$ cat config.mk
export PLATFORM = sky130hd
export DESIGN_NAME = scps_div
export DESIGN_NICKNAME = d
export VERILOG_FILES = /design/src/hw/rtl/scps_pkg.sv /design/src/hw/rtl/scps_div.sv
export SDC_FILE = /design/constraint.sdc
export NUM_CORES = 1
export LEC_CHECK = 0
export ABC_AREA = 1
export BUFFER_PORTS_ARGS = -buffer_cell sky130_fd_sc_hd__clkbuf_2
export CAP_MARGIN = 15
export CORE_ASPECT_RATIO = 0.7
export CORE_UTILIZATION = 60
export CTS_CLUSTER_SIZE = 14
export DETAILED_ROUTE_END_ITERATION = 16
export PLACE_DENSITY_LB_ADDON = 0.12
export SYNTH_ARGS = -nofsm -noshare
export SYNTH_HDL_FRONTEND = slang
export SYNTH_SLANG_ARGS = --single-unit
$ cat constraint.sdc
create_clock -name clock -period 19.2 [get_ports clock]
set_clock_uncertainty 0.15 [all_clocks]
set_input_delay 0.96 -clock clock [delete_from_list [all_inputs] [get_ports clock]]
set_output_delay 0.96 -clock clock [all_outputs]
set_load 0.05 [all_outputs]
$ cat src/hw/rtl/scps_pkg.sv
`default_nettype none
package scps_pkg;

   localparam int COORD_W  = 32;
   localparam int CUT_W    = 31;
   localparam int CHG_W    = 32;
   localparam int IDX_W    = 6;
   localparam int POT_W    = 64;
   localparam int CNT_W    = 7;
   localparam int REQ_W    = 168;
   localparam int MAG_W    = 33;
   localparam int NSQ_W    = 68;
   localparam int ROOT_W   = 35;
   localparam int NUM_W    = 70;
   localparam int DEN_W    = 35;
   localparam int MUL_W    = 38;
   localparam int PRD_W    = 2 * MUL_W;
   localparam int POW_W    = 33;
   localparam int POLY_W   = 41;

   localparam logic OP_LOAD = 1'b0;
   localparam logic OP_EVAL = 1'b1;

   typedef struct packed {
      logic [CHG_W-1:0]   charge;
      logic [CUT_W-1:0]   cutoff;
      logic [COORD_W-1:0] pos_z;
      logic [COORD_W-1:0] pos_y;
      logic [COORD_W-1:0] pos_x;
   } atom_type;

   typedef struct packed {
      logic start;
      logic done;
   } unit_ctl_type;

endpackage
`default_nettype wire

$ cat src/hw/rtl/scps_div.sv
`default_nettype none
module scps_div (
   input  wire logic                        clock,
   input  wire logic                        reset,
   input  wire logic                        start,
   input  wire logic [scps_pkg::NUM_W-1:0]  dividend,
   input  wire logic [scps_pkg::DEN_W-1:0]  divisor,
   output logic                             done,
   output logic [scps_pkg::NUM_W-1:0]       quotient
);

   localparam int NW = scps_pkg::NUM_W;
   localparam int DW = scps_pkg::DEN_W;

   logic [NW-1:0] num_ff;
   logic [DW-1:0] den_ff;
   logic [DW-1:0] rem_ff;
   logic [6:0]    cnt_ff;
   logic          busy_ff;
   logic          done_ff;
   logic [DW:0]   rem_sh;
   logic          fits;

   assign rem_sh = {rem_ff, num_ff[NW-1]};
   assign fits   = rem_sh >= {1'b0, den_ff};

   always_ff @(posedge clock) begin
      if (reset) begin
         busy_ff <= 1'b0;
         done_ff <= 1'b0;
      end else begin
         done_ff <= 1'b0;
         if (start) begin
            busy_ff <= 1'b1;
            cnt_ff  <= 7'(NW);
            num_ff  <= dividend;
            den_ff  <= divisor;
            rem_ff  <= '0;
         end else if (busy_ff) begin
            rem_ff <= fits ? DW'(rem_sh - {1'b0, den_ff}) : rem_sh[DW-1:0];
            num_ff <= {num_ff[NW-2:0], fits};
            cnt_ff <= cnt_ff - 7'd1;
            if (cnt_ff == 7'd1) begin
               busy_ff <= 1'b0;
               done_ff <= 1'b1;
            end
         end
      end
   end

   assign done     = done_ff;
   assign quotient = num_ff;

endmodule
`default_nettype wire

==> summary.md <==
| Metric | Value |
|---|---|
| Via-to-Cell Ratio | `4.962` |
| Tcrit/Tclk final | `0.2089` |
| Chip height | `105.6 um` |
| Cts repair resizes | `0` |
| DP Cell Count | `1508` |
| Fill cell count | `1223` |
| Met2 usage | `0.4444` |
| Syn Std Cell Area | `9198 um2` |
| PortBufs | `178` |
| Drc violations | `0` |
| Global routing's busiest layer | `met2` |
| Final hold violation count | `0` |
| Asr flop ratio synth | `0` |
| Max-cap violation count | `0` |
| Inserted Clock Buffers | `17` |
| Sequential element share of the synthesized area | `0.4843` |
| Largest family of logic cells by synthesized area | `simple AND/OR/NAND/NOR gates` |
| Core area | `14810 um2` |
| GP Congestion | `0.9416` |
| Pin count of the biggest net entering global routing | `99` |
| Minimum clock period | `4011 ps` |
| Clk_lat worst skew | `440 ps` |
| Clock sink count | `149` |
| WS Path Type | `in2reg` |
| Non-filler cells, final | `1541` |
| Flops & latches, synth | `149` |
| Post-DRT Antenna Nets | `0` |
| Ports | `179` |
| YS warnings | `0` |
| Vias post-DR | `7647` |
| # hold bufs at CTS | `0` |
| Netlist cell types | `37` |
| Met3 Use GR | `0.06190` |
| Adder-cell share of the synthesized area | `0.05251` |
| Post-CTS setup buffers | `0` |
| Synthesized area per cell | `7.936 um2` |
| Relative slew slack | `0.2447` |
| Synthesized instance count | `1159` |
| EDFF count, synth | `147` |
| H-Tree Depth | `4` |
| Final setup vio count | `0` |
| Die X | `150.0 um` |
| Area Overhead vs Synth | `17.85%` |
| Global route overflow | `0` |
| Yosys top cell area share | `0.4799` |
| Post-synthesis mux area share | `0` |
| Worst Path Arrival | `3910 ps` |
| Max Freq | `0.2493 GHz` |
| Die Area | `15840 um2` |
| CTS tree | `yes` |
| VDD IR max | `64.23 uV` |
| R2R setup slack | `15320 ps` |
| Critical Path End Type | `register` |
| Top post-synthesis cells by area | `edfxtp_1 (48%), nand2_1 (21%), inv_1 (7.3%), ha_1 (5.0%), nor2_1 (3.3%)` |
| DRT Pass-1 Iters | `5` |
| First-pass GRT wire length | `34980 um` |
| XOR/XNOR share of the synthesized area | `0.01809` |
| DP HPWL | `15940 um` |
| Run status | `finished clean` |
| DRT Wirelength | `22280 um` |
| Register clock-pin slew on the reported worst setup and hold paths | `70 ps` |
| Nets@finish | `1479` |
| Vias in the first global route | `7049` |
| Compound-Gate Fraction of Synth Area | `0.04693` |
| Detailed Route Iter0 Violations | `745` |
| Worst slew pin tran | `1130 ps` |
| Num rows | `37` |
| Antenna violations before repair | `0` |
| Clock root buffer | `clkbuf_16` |
| WL/cell | `14.46 um` |
| CTS Buffer Depth | `2` |
| Hold Crit Class | `reg2reg` |
| Nature of the critical path startpoint | `input pin` |
| Tot GR Track Use | `0.2924` |
| CP Data Required Time | `19100 ps` |
| Antenna cell count | `0` |
| Simple-gate share of the synthesized area | `0.3044` |
| Pwr dens | `94.01 nW/um2` |
| Initial Util | `0.6209` |
| RSZ-0062 raised after global routing | `false` |
| Leak | `5.664 nW` |
| Post-Syn Nets | `1305` |
| Commonest cells after routing, fill and taps aside | `nand2_1 (509), inv_1 (180), clkbuf_2 (177)` |
| Synth area leader | `edfxtp_1` |
| Final setup TNS | `0 ps` |
| Final slew viol count | `0` |
| Commonest non-fill, non-tap cell in the layout | `nand2_1` |
| Crit-path max FO | `98` |
| Primary FF master, synth | `edfxtp_1` |
| Share of cells above drive strength 1 | `0.2103` |
| Met1 GRT Util | `0.4209` |
layer usage:
layer	routed length (um)	part of all wire
met3	1427	0.064
met1	10640	0.48
met2	9833	0.44
met5	0	0
met4	382	0.017
cell usage after synthesis, types with 3 or more instances:
cell	count
nand3b_1	9
o21ai_0	9
nor4_1	6
inv_1	180
nand3_1	21
nor3_1	5
a21oi_1	26
o21bai_1	3
nor2_2	34
o21bai_2	18
nand2_1	509
xor2_1	16
nor2_1	82
and2_1	3
xnor2_1	3
edfxtp_1	147
clkbuf_1	19
buf_12	4
nand2_2	7
ha_1	37
worst paths after layout:
check | start | endpoint | cells past startpoint
worst max-delay path | start | rem_ff[22]$_SDFFCE_PP0P_ | 5
worst min-delay path | busy_ff$_SDFF_PP0_ | done$_SDFF_PP0_ | 2
worst max register to register | quotient[69]$_DFFE_PP_ | rem_ff[28]$_SDFFCE_PP0P_ | 15
worst min register to register | busy_ff$_SDFF_PP0_ | done$_SDFF_PP0_ | 2
worst max-delay path, cell delays in order:
cell and delay [ps]:
buf_2 80, buf_4 710, inv_2 130, a21oi_4 920, buf_4 950
power breakdown:
part	switching, mW	total (mW)	leakage [nW]	internal [mW]
registers	0.0133	0.405	1.43	0.391
clock network	0.152	0.350	0.303	0.198
logic	0.183	0.265	3.94	0.0821
total	0.348	1.02	5.66	0.671
state kept, by name, summed over array words and instances, names as in the netlist:
signal	count
quotient	70
den_ff	35
rem_ff	35
cnt_ff	7
busy_ff	1
done	1
area by class of cell:
type | count | area, um2 | area share
repair buffers | 182 | 940.9 | 0.08681
clock inverters | 15 | 187.7 | 0.01732
well taps | 195 | 244.0 | 0.02251
multi-input cells | 800 | 3900 | 0.3598
inverters | 183 | 686.9 | 0.06337
flip-flops and latches | 149 | 4454 | 0.4109
clock buffers | 17 | 425.4 | 0.03925
cell families (layout without fill, tap and decap cells):
kind of cell,after synthesis,in the layout
and+or+nand+nor,683,683
buffers and inverters,210,397
DFF,149,149
AOI/OAI and AO/OA,60,60
adders and majority gates,38,38
xor gates and xnor gates,19,19
metrics by stage:
stage	power, mW	utilization	hold slack [ps]	instance area, um2	worst slack [ps]
floorplan	0.6146	-	271.0	9198	11480
global placement	0.6681	0.6884	341.1	10200	14790
finish	1.019	0.7317	391.6	10840	15190
detailed placement	0.6719	0.6884	346.0	10200	14780
CTS	1.020	0.7298	376.4	10810	15250
global route	1.065	0.7317	410.0	10840	14990
Power figures use the tool's default switching activity.
