### config.mk
export PLATFORM = sky130hd
export DESIGN_NAME = scps_isqrt
export DESIGN_NICKNAME = d
export VERILOG_FILES = /design/src/hw/rtl/scps_pkg.sv /design/src/hw/rtl/scps_isqrt.sv
export SDC_FILE = /design/constraint.sdc
export NUM_CORES = 1
export LEC_CHECK = 0
export ABC_AREA = 0
export BUFFER_PORTS_ARGS = -buffer_cell sky130_fd_sc_hd__buf_2
export CAP_MARGIN = 20
export CORE_ASPECT_RATIO = 0.75
export CORE_MARGIN = 4
export CORE_UTILIZATION = 52
export CTS_BUF_LIST = sky130_fd_sc_hd__clkbuf_2
export CTS_CLUSTER_DIAMETER = 80
export DETAILED_ROUTE_END_ITERATION = 10
export PLACE_DENSITY_LB_ADDON = 0.15
export SLEW_MARGIN = 25
export SYNTH_ARGS = -nofsm -noshare
export SYNTH_HDL_FRONTEND = slang
export SYNTH_SLANG_ARGS = --single-unit
### constraint.sdc
create_clock -name clock -period 12.6 [get_ports clock]
set_input_delay 2.52 -clock clock [delete_from_list [all_inputs] [get_ports clock]]
set_output_delay 2.52 -clock clock [all_outputs]
set_load 0.005 [all_outputs]
### src/hw/rtl/scps_pkg.sv
`default_nettype none
package scps_pkg;

   localparam int COORD_W  = 32;
   localparam int CUT_W    = 31;
   localparam int CHG_W    = 32;
   localparam int IDX_W    = 6;
   localparam int POT_W    = 64;
   localparam int CNT_W    = 7;
   localparam int REQ_W    = 168;
   localparam int MAG_W    = 33;
   localparam int NSQ_W    = 68;
   localparam int ROOT_W   = 35;
   localparam int NUM_W    = 70;
   localparam int DEN_W    = 35;
   localparam int MUL_W    = 38;
   localparam int PRD_W    = 2 * MUL_W;
   localparam int POW_W    = 33;
   localparam int POLY_W   = 41;

   localparam logic OP_LOAD = 1'b0;
   localparam logic OP_EVAL = 1'b1;

   typedef struct packed {
      logic [CHG_W-1:0]   charge;
      logic [CUT_W-1:0]   cutoff;
      logic [COORD_W-1:0] pos_z;
      logic [COORD_W-1:0] pos_y;
      logic [COORD_W-1:0] pos_x;
   } atom_type;

   typedef struct packed {
      logic start;
      logic done;
   } unit_ctl_type;

endpackage
`default_nettype wire

### src/hw/rtl/scps_isqrt.sv
`default_nettype none
module scps_isqrt (
   input  wire logic                          clock,
   input  wire logic                          reset,
   input  wire logic                          start,
   input  wire logic [scps_pkg::NSQ_W-1:0]    radicand,
   output logic                               done,
   output logic [scps_pkg::ROOT_W-1:0]        root
);

   localparam int PAD_W = 2 * scps_pkg::ROOT_W;
   localparam int REM_W = scps_pkg::ROOT_W + 3;

   logic [PAD_W-1:0]           n_ff;
   logic [REM_W-1:0]           rem_ff;
   logic [scps_pkg::ROOT_W-1:0] root_ff;
   logic [5:0]                 cnt_ff;
   logic                       busy_ff;
   logic                       done_ff;
   logic [REM_W-1:0]           rem_sh;
   logic [REM_W-1:0]           trial;
   logic                       fits;

   assign rem_sh = {rem_ff[REM_W-3:0], n_ff[PAD_W-1 -: 2]};
   assign trial  = REM_W'({root_ff, 2'b01});
   assign fits   = rem_sh >= trial;

   always_ff @(posedge clock) begin
      if (reset) begin
         busy_ff <= 1'b0;
         done_ff <= 1'b0;
      end else begin
         done_ff <= 1'b0;
         if (start) begin
            busy_ff <= 1'b1;
            cnt_ff  <= 6'(scps_pkg::ROOT_W);
            n_ff    <= PAD_W'(radicand);
            rem_ff  <= '0;
            root_ff <= '0;
         end else if (busy_ff) begin
            n_ff    <= {n_ff[PAD_W-3:0], 2'b00};
            rem_ff  <= fits ? rem_sh - trial : rem_sh;
            root_ff <= {root_ff[scps_pkg::ROOT_W-2:0], fits};
            cnt_ff  <= cnt_ff - 6'd1;
            if (cnt_ff == 6'd1) begin
               busy_ff <= 1'b0;
               done_ff <= 1'b1;
            end
         end
      end
   end

   assign done = done_ff;
   assign root = root_ff;

endmodule
`default_nettype wire

==> results of run 1 <==
metrics by stage:
step | instance area [µm²] | power [µW] | setup slack, ns | hold slack (ns) | utilization
2_1_floorplan | 8220 | 860 | 2.71 | 0.490 | -
3_3_place_gp | 8890 | 917 | 6.60 | 0.516 | 0.578
3_5_place_dp | 8890 | 925 | 6.44 | 0.523 | 0.578
4_1_cts | 9170 | 1230 | 7.26 | 0.566 | 0.596
5_1_grt | 9200 | 1290 | 7.33 | 0.571 | 0.598
6_report | 9200 | 1230 | 7.48 | 0.565 | 0.598
worst max-delay path, delay by kind of cell:
kind | cells | cell delay [ns]
buffers and inverters | 4 | 2.07
AND/OR/NAND/NOR | 2 | 0.73
power by group:
group	total, µW	switching, µW	internal, µW
combinational	308	173	136
clock	306	173	134
sequential	611	15.6	595
cell families after synthesis:
family,Yosys count,synth area share
AND/OR/NAND/NOR,176,0.0985
multiplexers,96,0.127
adder cells (fa/ha/maj),39,0.0594
flip-flops,149,0.542
buffers and inverters,76,0.0403
XOR/XNOR,35,0.0373
AO/OA/AOI/OAI,115,0.0959
placed cells by master (no fill, tap or decap), types with 23 or more instances in the layout:
master	count
edfxtp_1	147
buf_2	105
nor2_1	88
mux2_2	66
inv_1	46
ha_1	39
a21oi_1	33
nand2_1	30
mux2i_1	30
xnor2_1	23
path summary, 6_finish.rpt:
| check | to | depth (start not counted) | slack (ns) |
|---|---|---|---|
| setup reg to reg | rem_ff[6] | 11 | 8.38 |
| setup / recovery | root[19] | 6 | 7.48 |
| hold reg to reg | n_ff[69] | 1 | 0.57 |
| hold / removal | n_ff[69] | 1 | 0.57 |
routing by layer:
metal,up-vias,global-route usage,wire length (µm)
met5,-,0,0
met3,12,0.0639,1240
met2,169,0.265,6920
met1,2695,0.263,8010
li1,2715,-,-
met4,0,0.0463,136
final cells by class:
cell class | count | area, µm² | area share
Multi-Input combinational cell | 461 | 3440 | 0.374
Timing Repair Buffer | 111 | 591 | 0.0642
Clock buffer | 20 | 100 | 0.0109
Sequential cell | 149 | 4450 | 0.484
Tap cell | 205 | 256 | 0.0279
Inverter | 46 | 173 | 0.0188
Clock inverter | 12 | 178 | 0.0193
flip-flops by register name, indices dropped and copies added, names as in the netlist:
register and flops:
n_ff 70, rem_ff 36, root 35, cnt_ff 6, busy_ff 1, done 1
==> flow_metrics.py, run 1 <==
metrics = {
    "critical_path": {
        "setup.worst_path.class": "in2reg",
        "crit_required_ns": 12.95,
        "critPathCaptureType": "flop",
        "slowest_stage": "buf_4",
        "critPathMaxStageDelay_ns": 0.67,
        "start_kind": "primary input",
        "critPathMaxFanout": 65,
        "crit_chain": "buf_4, nor2_1, nor2_4, buf_16, buf_4, buf_4",
        "crit_top_cell": "buf_4",
        "timing.rr.start": "root[18]",
        "critPathArrivalTime_ns": 5.47,
        "cp-startpoint": "start",
    },
    "clock_tree": {
        "post_cts_buffers": 0,
        "cts_hold_buf": 0,
        "cts.htree.levels": 4,
        "clk_path_buf_depth": 2,
        "clk_latency_ns": 0.71,
        "cts_tree": "done",
        "clk_pin_slew_ns": 0.21,
        "cts_buffers": 17,
        "cts_resized": 0,
        "cts.sinks": 149,
        "cts-root-buf": "clkbuf_2",
    },
    "sta": {
        "drv_slew": 0,
        "finalSetupViolCount": 0,
        "fmax_mhz": 195,
        "rsz0062_at_grt": "false",
        "worst_pin_slew_ns": 0.926,
        "skew_ns": 0.0393,
        "relSlewSlack": 0.383,
        "finalCritPeriodShare": 0.406,
        "fin_setup_tns_ns": 0,
        "hold_viol": 0,
        "fin_crit_ns": 5.12,
    },
    "routing": {
        "via_per_inst": 5.57,
        "drtIter0Drc": 440,
        "dr.pass1.iters": 5,
        "vias": 5591,
        "drc_errors": 0,
        "ant_nets": 0,
        "routed_wl_um": 16300,
        "wl_per_cell_um": 16.2,
    },
    "logic_synthesis": {
        "synth_warnings": 0,
        "ys_seq_area_frac": 0.542,
        "yosys.area.top_type": "edfxtp_1",
        "synthTopCellsByArea": "edfxtp_1 (54%), mux2_2 (9.0%), ha_1 (5.9%)",
        "syn_nets": 796,
        "avgSynthCellArea_um2": 12.0,
        "yosysTopAreaCellShare": 0.537,
        "ys_ff_latch": 149,
        "synthFlopType": "edfxtp_1",
        "synth_edf_count": 147,
        "async_reset_ff_frac": 0,
        "synth.most_common_cell": "edfxtp_1",
        "netlist_instances": 686,
        "ys_types": 64,
        "ys_top_cells_by_count": "edfxtp_1 (147), nor2_1 (89), mux2_2 (66)",
        "synth_area_um2": 8220,
    },
    "power": {
        "powerDensity_nw_per_um2": 133,
        "p_leak_uw": 0.00383,
        "peakVddDrop_mv": 0.0712,
    },
    "min_path": {
        "holdCritStartpoint": "n_ff[67]",
        "hp-class": "reg2reg",
    },
    "final_layout": {
        "insertedDiodeCount": 0,
        "area_growth_pct": 11.8,
        "final_nets": 896,
        "layout.cells.non_filler": 1004,
        "drive_gt1_frac": 0.280,
        "fill_cells": 1299,
    },
    "placement": {
        "dp.cells": 971,
        "gp_congestion": 0.887,
        "dp.final_hpwl_um": 11500,
        "portBuffers": 106,
    },
    "global_routing": {
        "grt_pass1_vias": 5333,
        "grtUsageTotal": 0.182,
        "grt_antenna_before_repair": 0,
        "grt_pass1_wl_um": 26300,
        "overflow": 0,
        "grt_max_degree": 85,
    },
    "floorplan": {
        "core.rowCount": 39,
        "initial_core_util": 0.535,
        "die_area_um2": 17900,
        "die-width_um": 153,
        "die_h_um": 117,
        "coreArea_um2": 15400,
        "ioPinCount": 107,
    },
    "job": {
        "maxCapViolCount": 0,
    },
    "run_status": {
        "status": "complete, no violations",
    },
}
Note: power is estimated with default switching activity, not from simulation.
==> inputs of run 2 (changes only) <==
Clock period 12.6 ns to 4.25 ns, I/O delays scaled along.
==> run 2 against run 1 <==
Effect of this change:
- clock skew fell by 0.010 ns
- critical path type is now reg2reg
- largest cell class unchanged
- register-to-register slack got worse by 7.5 ns
- sequential share of layout area rose by 0.17 points
- clock-buffer cell count fell by 3
- largest power group unchanged
- clock power rose to 2.7 times the previous value
==> flow_metrics.py, run 2 (synthesized netlist as in run 1, its figures left out) <==
metrics = {
    "final_layout": {
        "final_nets": 898,
        "largest_register_ff_count": 70,
        "area_growth_pct": 11.5,
        "fill_cells": 1337,
        "layout_commonest_cell": "edfxtp_1",
        "drive_gt1_frac": 0.282,
        "insertedDiodeCount": 0,
        "regMostFlops": "n_ff",
        "final_cell_mix": "edfxtp_1 (147), buf_2 (105), nor2_1 (88)",
    },
    "clock_tree": {
        "cts-root-buf": "clkbuf_2",
        "post_cts_buffers": 0,
        "clk_latency_ns": 0.71,
        "cts.sinks": 149,
        "cts.htree.levels": 4,
        "cts_resized": 0,
        "cts_buffers": 17,
        "clk_path_buf_depth": 2,
        "clk_pin_slew_ns": 0.23,
        "cts_hold_buf": 0,
        "cts_tree": "done",
    },
    "critical_path": {
        "start_kind": "flop",
        "critPathArrivalTime_ns": 3.88,
        "critPathMaxFanout": 20,
        "critPathCaptureType": "flop",
        "setup.worst_path.class": "reg2reg",
        "crit_required_ns": 4.72,
    },
    "global_routing": {
        "grt_pass1_vias": 5473,
        "overflow": 0,
        "grt_pass1_wl_um": 26600,
        "grt_max_degree": 108,
        "grtUsageTotal": 0.182,
        "grt_antenna_before_repair": 0,
    },
    "sta": {
        "fin_crit_ns": 3.41,
        "rsz0062_at_grt": "false",
        "finalCritPeriodShare": 0.803,
        "skew_ns": 0.0293,
        "timing.hold.ws_ns": 0.332,
        "relSlewSlack": 0.551,
        "worst_pin_slew_ns": 0.665,
        "fin_setup_tns_ns": 0,
        "finalSetupViolCount": 0,
        "hold_viol": 0,
        "drv_slew": 0,
        "fmax_mhz": 293,
    },
    "power": {
        "p_leak_uw": 0.00381,
        "peakVddDrop_mv": 0.220,
        "powerDensity_nw_per_um2": 385,
    },
    "routing": {
        "drtIter0Drc": 360,
        "wl_per_cell_um": 16.0,
        "dr.pass1.iters": 6,
        "ant_nets": 0,
        "drc_errors": 0,
        "routed_wl_um": 16100,
        "vias": 5540,
        "via_per_inst": 5.51,
    },
    "floorplan": {
        "die_area_um2": 17900,
        "die-width_um": 153,
        "coreArea_um2": 15400,
        "die_h_um": 117,
        "core.rowCount": 39,
        "ioPinCount": 107,
        "initial_core_util": 0.535,
    },
    "job": {
        "maxCapViolCount": 0,
    },
    "placement": {
        "dp.final_hpwl_um": 11300,
        "portBuffers": 106,
        "gp_congestion": 0.857,
    },
    "run_status": {
        "status": "complete, no violations",
    },
    "min_path": {
        "hp-class": "in2reg",
    },
}
-- run 2: layout make-up --
cell class | instances | area (µm²) | area share
Tap cell | 205 | 256 | 0.0280
Multi-Input combinational cell | 461 | 3440 | 0.376
Timing Repair Buffer | 113 | 598 | 0.0653
Sequential cell | 149 | 4450 | 0.486
Inverter | 46 | 173 | 0.0188
Clock buffer | 17 | 85.1 | 0.00928
Clock inverter | 15 | 154 | 0.0168
-- run 2: metal layers --
layer | vias up | global-route usage | share of wire
met5 | - | 0 | 0
met2 | 168 | 0.275 | 0.44
met1 | 2641 | 0.263 | 0.48
li1 | 2721 | - | -
met3 | 10 | 0.0581 | 0.066
met4 | 0 | 0.0374 | 0.0070
-- run 2: final timing paths --
kind | slack, ns | start | to | cells past startpoint
worst min register to register | 0.55 | n_ff[66] | n_ff[68] | 1
worst min-delay path | 0.33 | reset | busy_ff | 2
worst max register to register | 0.84 | root[23] | rem_ff[14] | 12
worst max-delay path | 0.84 | root[23] | rem_ff[14] | 12
-- run 2: power breakdown --
| part | switching (µW) | internal [µW] | total (µW) |
|---|---|---|---|
| logic | 502 | 402 | 904 |
| clock network | 540 | 275 | 815 |
| registers | 47.8 | 1760 | 1810 |
-- run 2: critical path, stage by stage, from the launching register on --
cell,delay (ns)
edfxtp_1,0.41
inv_1,0.08
ha_1,0.38
and2_1,0.26
nand2_1,0.12
or4_1,0.52
nor3_1,0.22
a221oi_1,0.10
o21a_1,0.23
a21bo_1,0.20
buf_4,0.33
mux2i_1,0.24
nor2_1,0.06
-- run 2: per-stage QoR --
stage | total power [µW] | cells | setup slack (ns) | area, µm² | utilization
floorplan | 2540 | 686 | 0.161 | 8230 | -
global placement | 2720 | 974 | 0.954 | 8920 | 0.581
detailed placement | 2740 | 974 | 0.901 | 8920 | 0.581
CTS | 3560 | 1006 | 0.840 | 9160 | 0.596
global route | 3730 | 1006 | 0.615 | 9160 | 0.596
finish | 3530 | 1006 | 0.837 | 9160 | 0.596
==> inputs of run 3 (changes only) <==
Clock period 4.25 ns to 3.2 ns, I/O delays scaled along.
==> run 3 against run 2 <==
Effect of this change:
- design area is 7.4% higher
- non-clock buffer count grew 43
- routed wire length grew 8.7%
- register-to-register slack worse by 0.78 ns
- clock-buffer cell count unchanged
- die area stayed put
- first-iteration DRC count grew 21%
- worst hold slack worse by 0.20 ns
- via count is 3.0% higher
- largest cell class unchanged
- largest power group unchanged
- highest routed layer unchanged
==> flow_metrics.py, run 3 (synthesized netlist as in run 1, its figures left out) <==
metrics = {
    "final_layout": {
        "area_growth_pct": 19.7,
        "final_cell_mix": "edfxtp_1 (147), buf_2 (105), nor2_1 (85)",
        "drive_gt1_frac": 0.350,
        "fill_cells": 1244,
        "layout_commonest_cell": "edfxtp_1",
        "fin_util": 0.640,
        "final_nets": 941,
        "largest_register_ff_count": 70,
        "layout.cells.non_filler": 1050,
        "regMostFlops": "n_ff",
    },
    "placement": {
        "portBuffers": 106,
        "dp.final_hpwl_um": 12100,
        "dp.cells": 1001,
        "dp_slack_ns": -0.0749,
        "gp_congestion": 0.877,
    },
    "floorplan": {
        "die-width_um": 153,
        "die_area_um2": 17900,
        "initial_core_util": 0.535,
        "coreArea_um2": 15400,
        "die_h_um": 117,
        "core.rowCount": 39,
        "ioPinCount": 107,
    },
    "min_path": {
        "holdPathStages": 2,
        "hp-class": "in2reg",
        "worstHoldEndpoint": "busy_ff",
        "holdCritStartpoint": "reset",
    },
    "power": {
        "design_power_total_uw": 5080,
        "clkPwrFrac": 0.238,
        "p_leak_uw": 0.00411,
        "seq_power_share": 0.475,
        "net-switching-power_uw": 1570,
        "peakVddDrop_mv": 0.278,
        "combinationalPowerShare": 0.287,
        "powerDensity_nw_per_um2": 516,
        "sw_frac_of_total": 0.309,
        "internal_power_uw": 3510,
    },
    "critical_path": {
        "critPathMaxFanout": 7,
        "crit_required_ns": 3.69,
        "cp-startpoint": "root[5]",
        "r2r_slack_ns": 0.05,
        "critPathCaptureType": "flop",
        "start_kind": "flop",
        "reg2reg_depth": 12,
        "setup.worst_path.class": "reg2reg",
        "rr_endpoint": "rem_ff[24]",
        "critPathArrivalTime_ns": 3.64,
        "timing.rr.start": "root[5]",
    },
    "sta": {
        "rsz0062_at_grt": "true",
        "finalCritPeriodShare": 0.983,
        "fmax_mhz": 318,
        "drv_slew": 0,
        "hold_viol": 0,
        "skew_ns": 0.0380,
        "relSlewSlack": 0.679,
        "fin_ws_ns": 0.0531,
        "timing.hold.ws_ns": 0.128,
        "fin_crit_ns": 3.15,
        "finalSetupViolCount": 0,
        "worst_pin_slew_ns": 0.475,
    },
    "clock_tree": {
        "cts.sinks": 149,
        "clk_path_buf_depth": 2,
        "cts_tree": "done",
        "cts_buffers": 17,
        "clk_latency_ns": 0.74,
        "cts-root-buf": "clkbuf_2",
        "cts.htree.levels": 4,
        "cts_hold_buf": 0,
        "clk_pin_slew_ns": 0.22,
    },
    "routing": {
        "drtIter0Drc": 435,
        "ant_nets": 0,
        "routed_wl_um": 17500,
        "via_per_inst": 5.44,
        "wl_per_cell_um": 16.7,
        "vias": 5708,
        "dr.pass1.iters": 5,
        "drc_errors": 0,
    },
    "global_routing": {
        "grt_antenna_before_repair": 1,
        "grt_pass1_vias": 5643,
        "overflow": 0,
        "grt_max_degree": 64,
        "grtUsageTotal": 0.194,
        "grt_pass1_wl_um": 28000,
    },
    "job": {
        "maxCapViolCount": 0,
    },
    "run_status": {
        "status": "complete, no violations",
    },
}
==> run 3: changes by cell type in the layout (fill, tap and decap cells not counted), sizes merged <==
| cell | delta |
|---|---|
| buf | +40 |
| clkbuf | +3 |
| clkinv | -3 |
| bufinv | +1 |
| clkinvlp | +1 |
| diode | +1 |
| inv | +1 |
==> run 3: stage by stage <==
stage | TNS (ns) | cell area [µm²]
2_1_floorplan | -50.13 | 8270
3_3_place_gp | 0 | 9200
3_5_place_dp | -0.538 | 9200
4_1_cts | 0 | 9620
5_1_grt | -2.42 | 9840
6_report | 0 | 9840
==> run 3: worst max-delay path by stage <==
stage,end,slack [ns]
final,rem_ff[24],0.05
after CTS,rem_ff[30],0.01
after floorplan,cnt_ff[0],-0.34
after detailed placement,rem_ff[32],-0.07
after global placement,rem_ff[32],0.02
after global routing,rem_ff[34],-0.13
==> run 3: layer usage <==
metal	wire [µm]	global-route usage	up-vias
met1	8440	0.282	2707
li1	-	-	2807
met3	1240	0.0537	20
met2	7590	0.289	174
met5	0	0	-
met4	223	0.0522	0
==> run 3: what timing repair did <==
item / 4_1_cts / 5_1_grt
setup endpoints to repair: 34 / 37
setup buffers: 7 / 6
hold endpoints to repair: 0 / 0
pin swaps: 4 / 6
gates cloned: 1 / 3
gates resized for setup: 12 / 23
==> run 3: final cells by class <==
cell class | count | area [µm²] | area share
Timing Repair Buffer | 156 | 1060 | 0.107
Multi-Input combinational cell | 461 | 3620 | 0.368
Inverter | 46 | 173 | 0.0175
Clock buffer | 17 | 85.1 | 0.00865
Antenna cell | 1 | 2.50 | 0.000254
Clock inverter | 15 | 193 | 0.0196
Sequential cell | 149 | 4450 | 0.453
Tap cell | 205 | 256 | 0.0261
==> run 3: worst max-delay path: stages, from the launching register on <==
cell      delay (ns)
edfxtp_1        0.45
inv_2           0.10
ha_4            0.22
a211oi_2        0.20
nor2_1          0.09
o31a_1          0.26
or4_4           0.51
a211oi_4        0.29
o21ai_4         0.11
a21bo_4         0.30
buf_12          0.17
mux2i_2         0.18
nor2_1          0.06
==> run 3: power by group through the flow <==
stage	clock (µW)	sequential, µW	combinational [µW]
floorplan	0	2440	938
global placement	0	2450	1260
detailed placement	0	2450	1300
CTS	1240	2410	1360
global route	1330	2430	1610
finish	1210	2410	1460
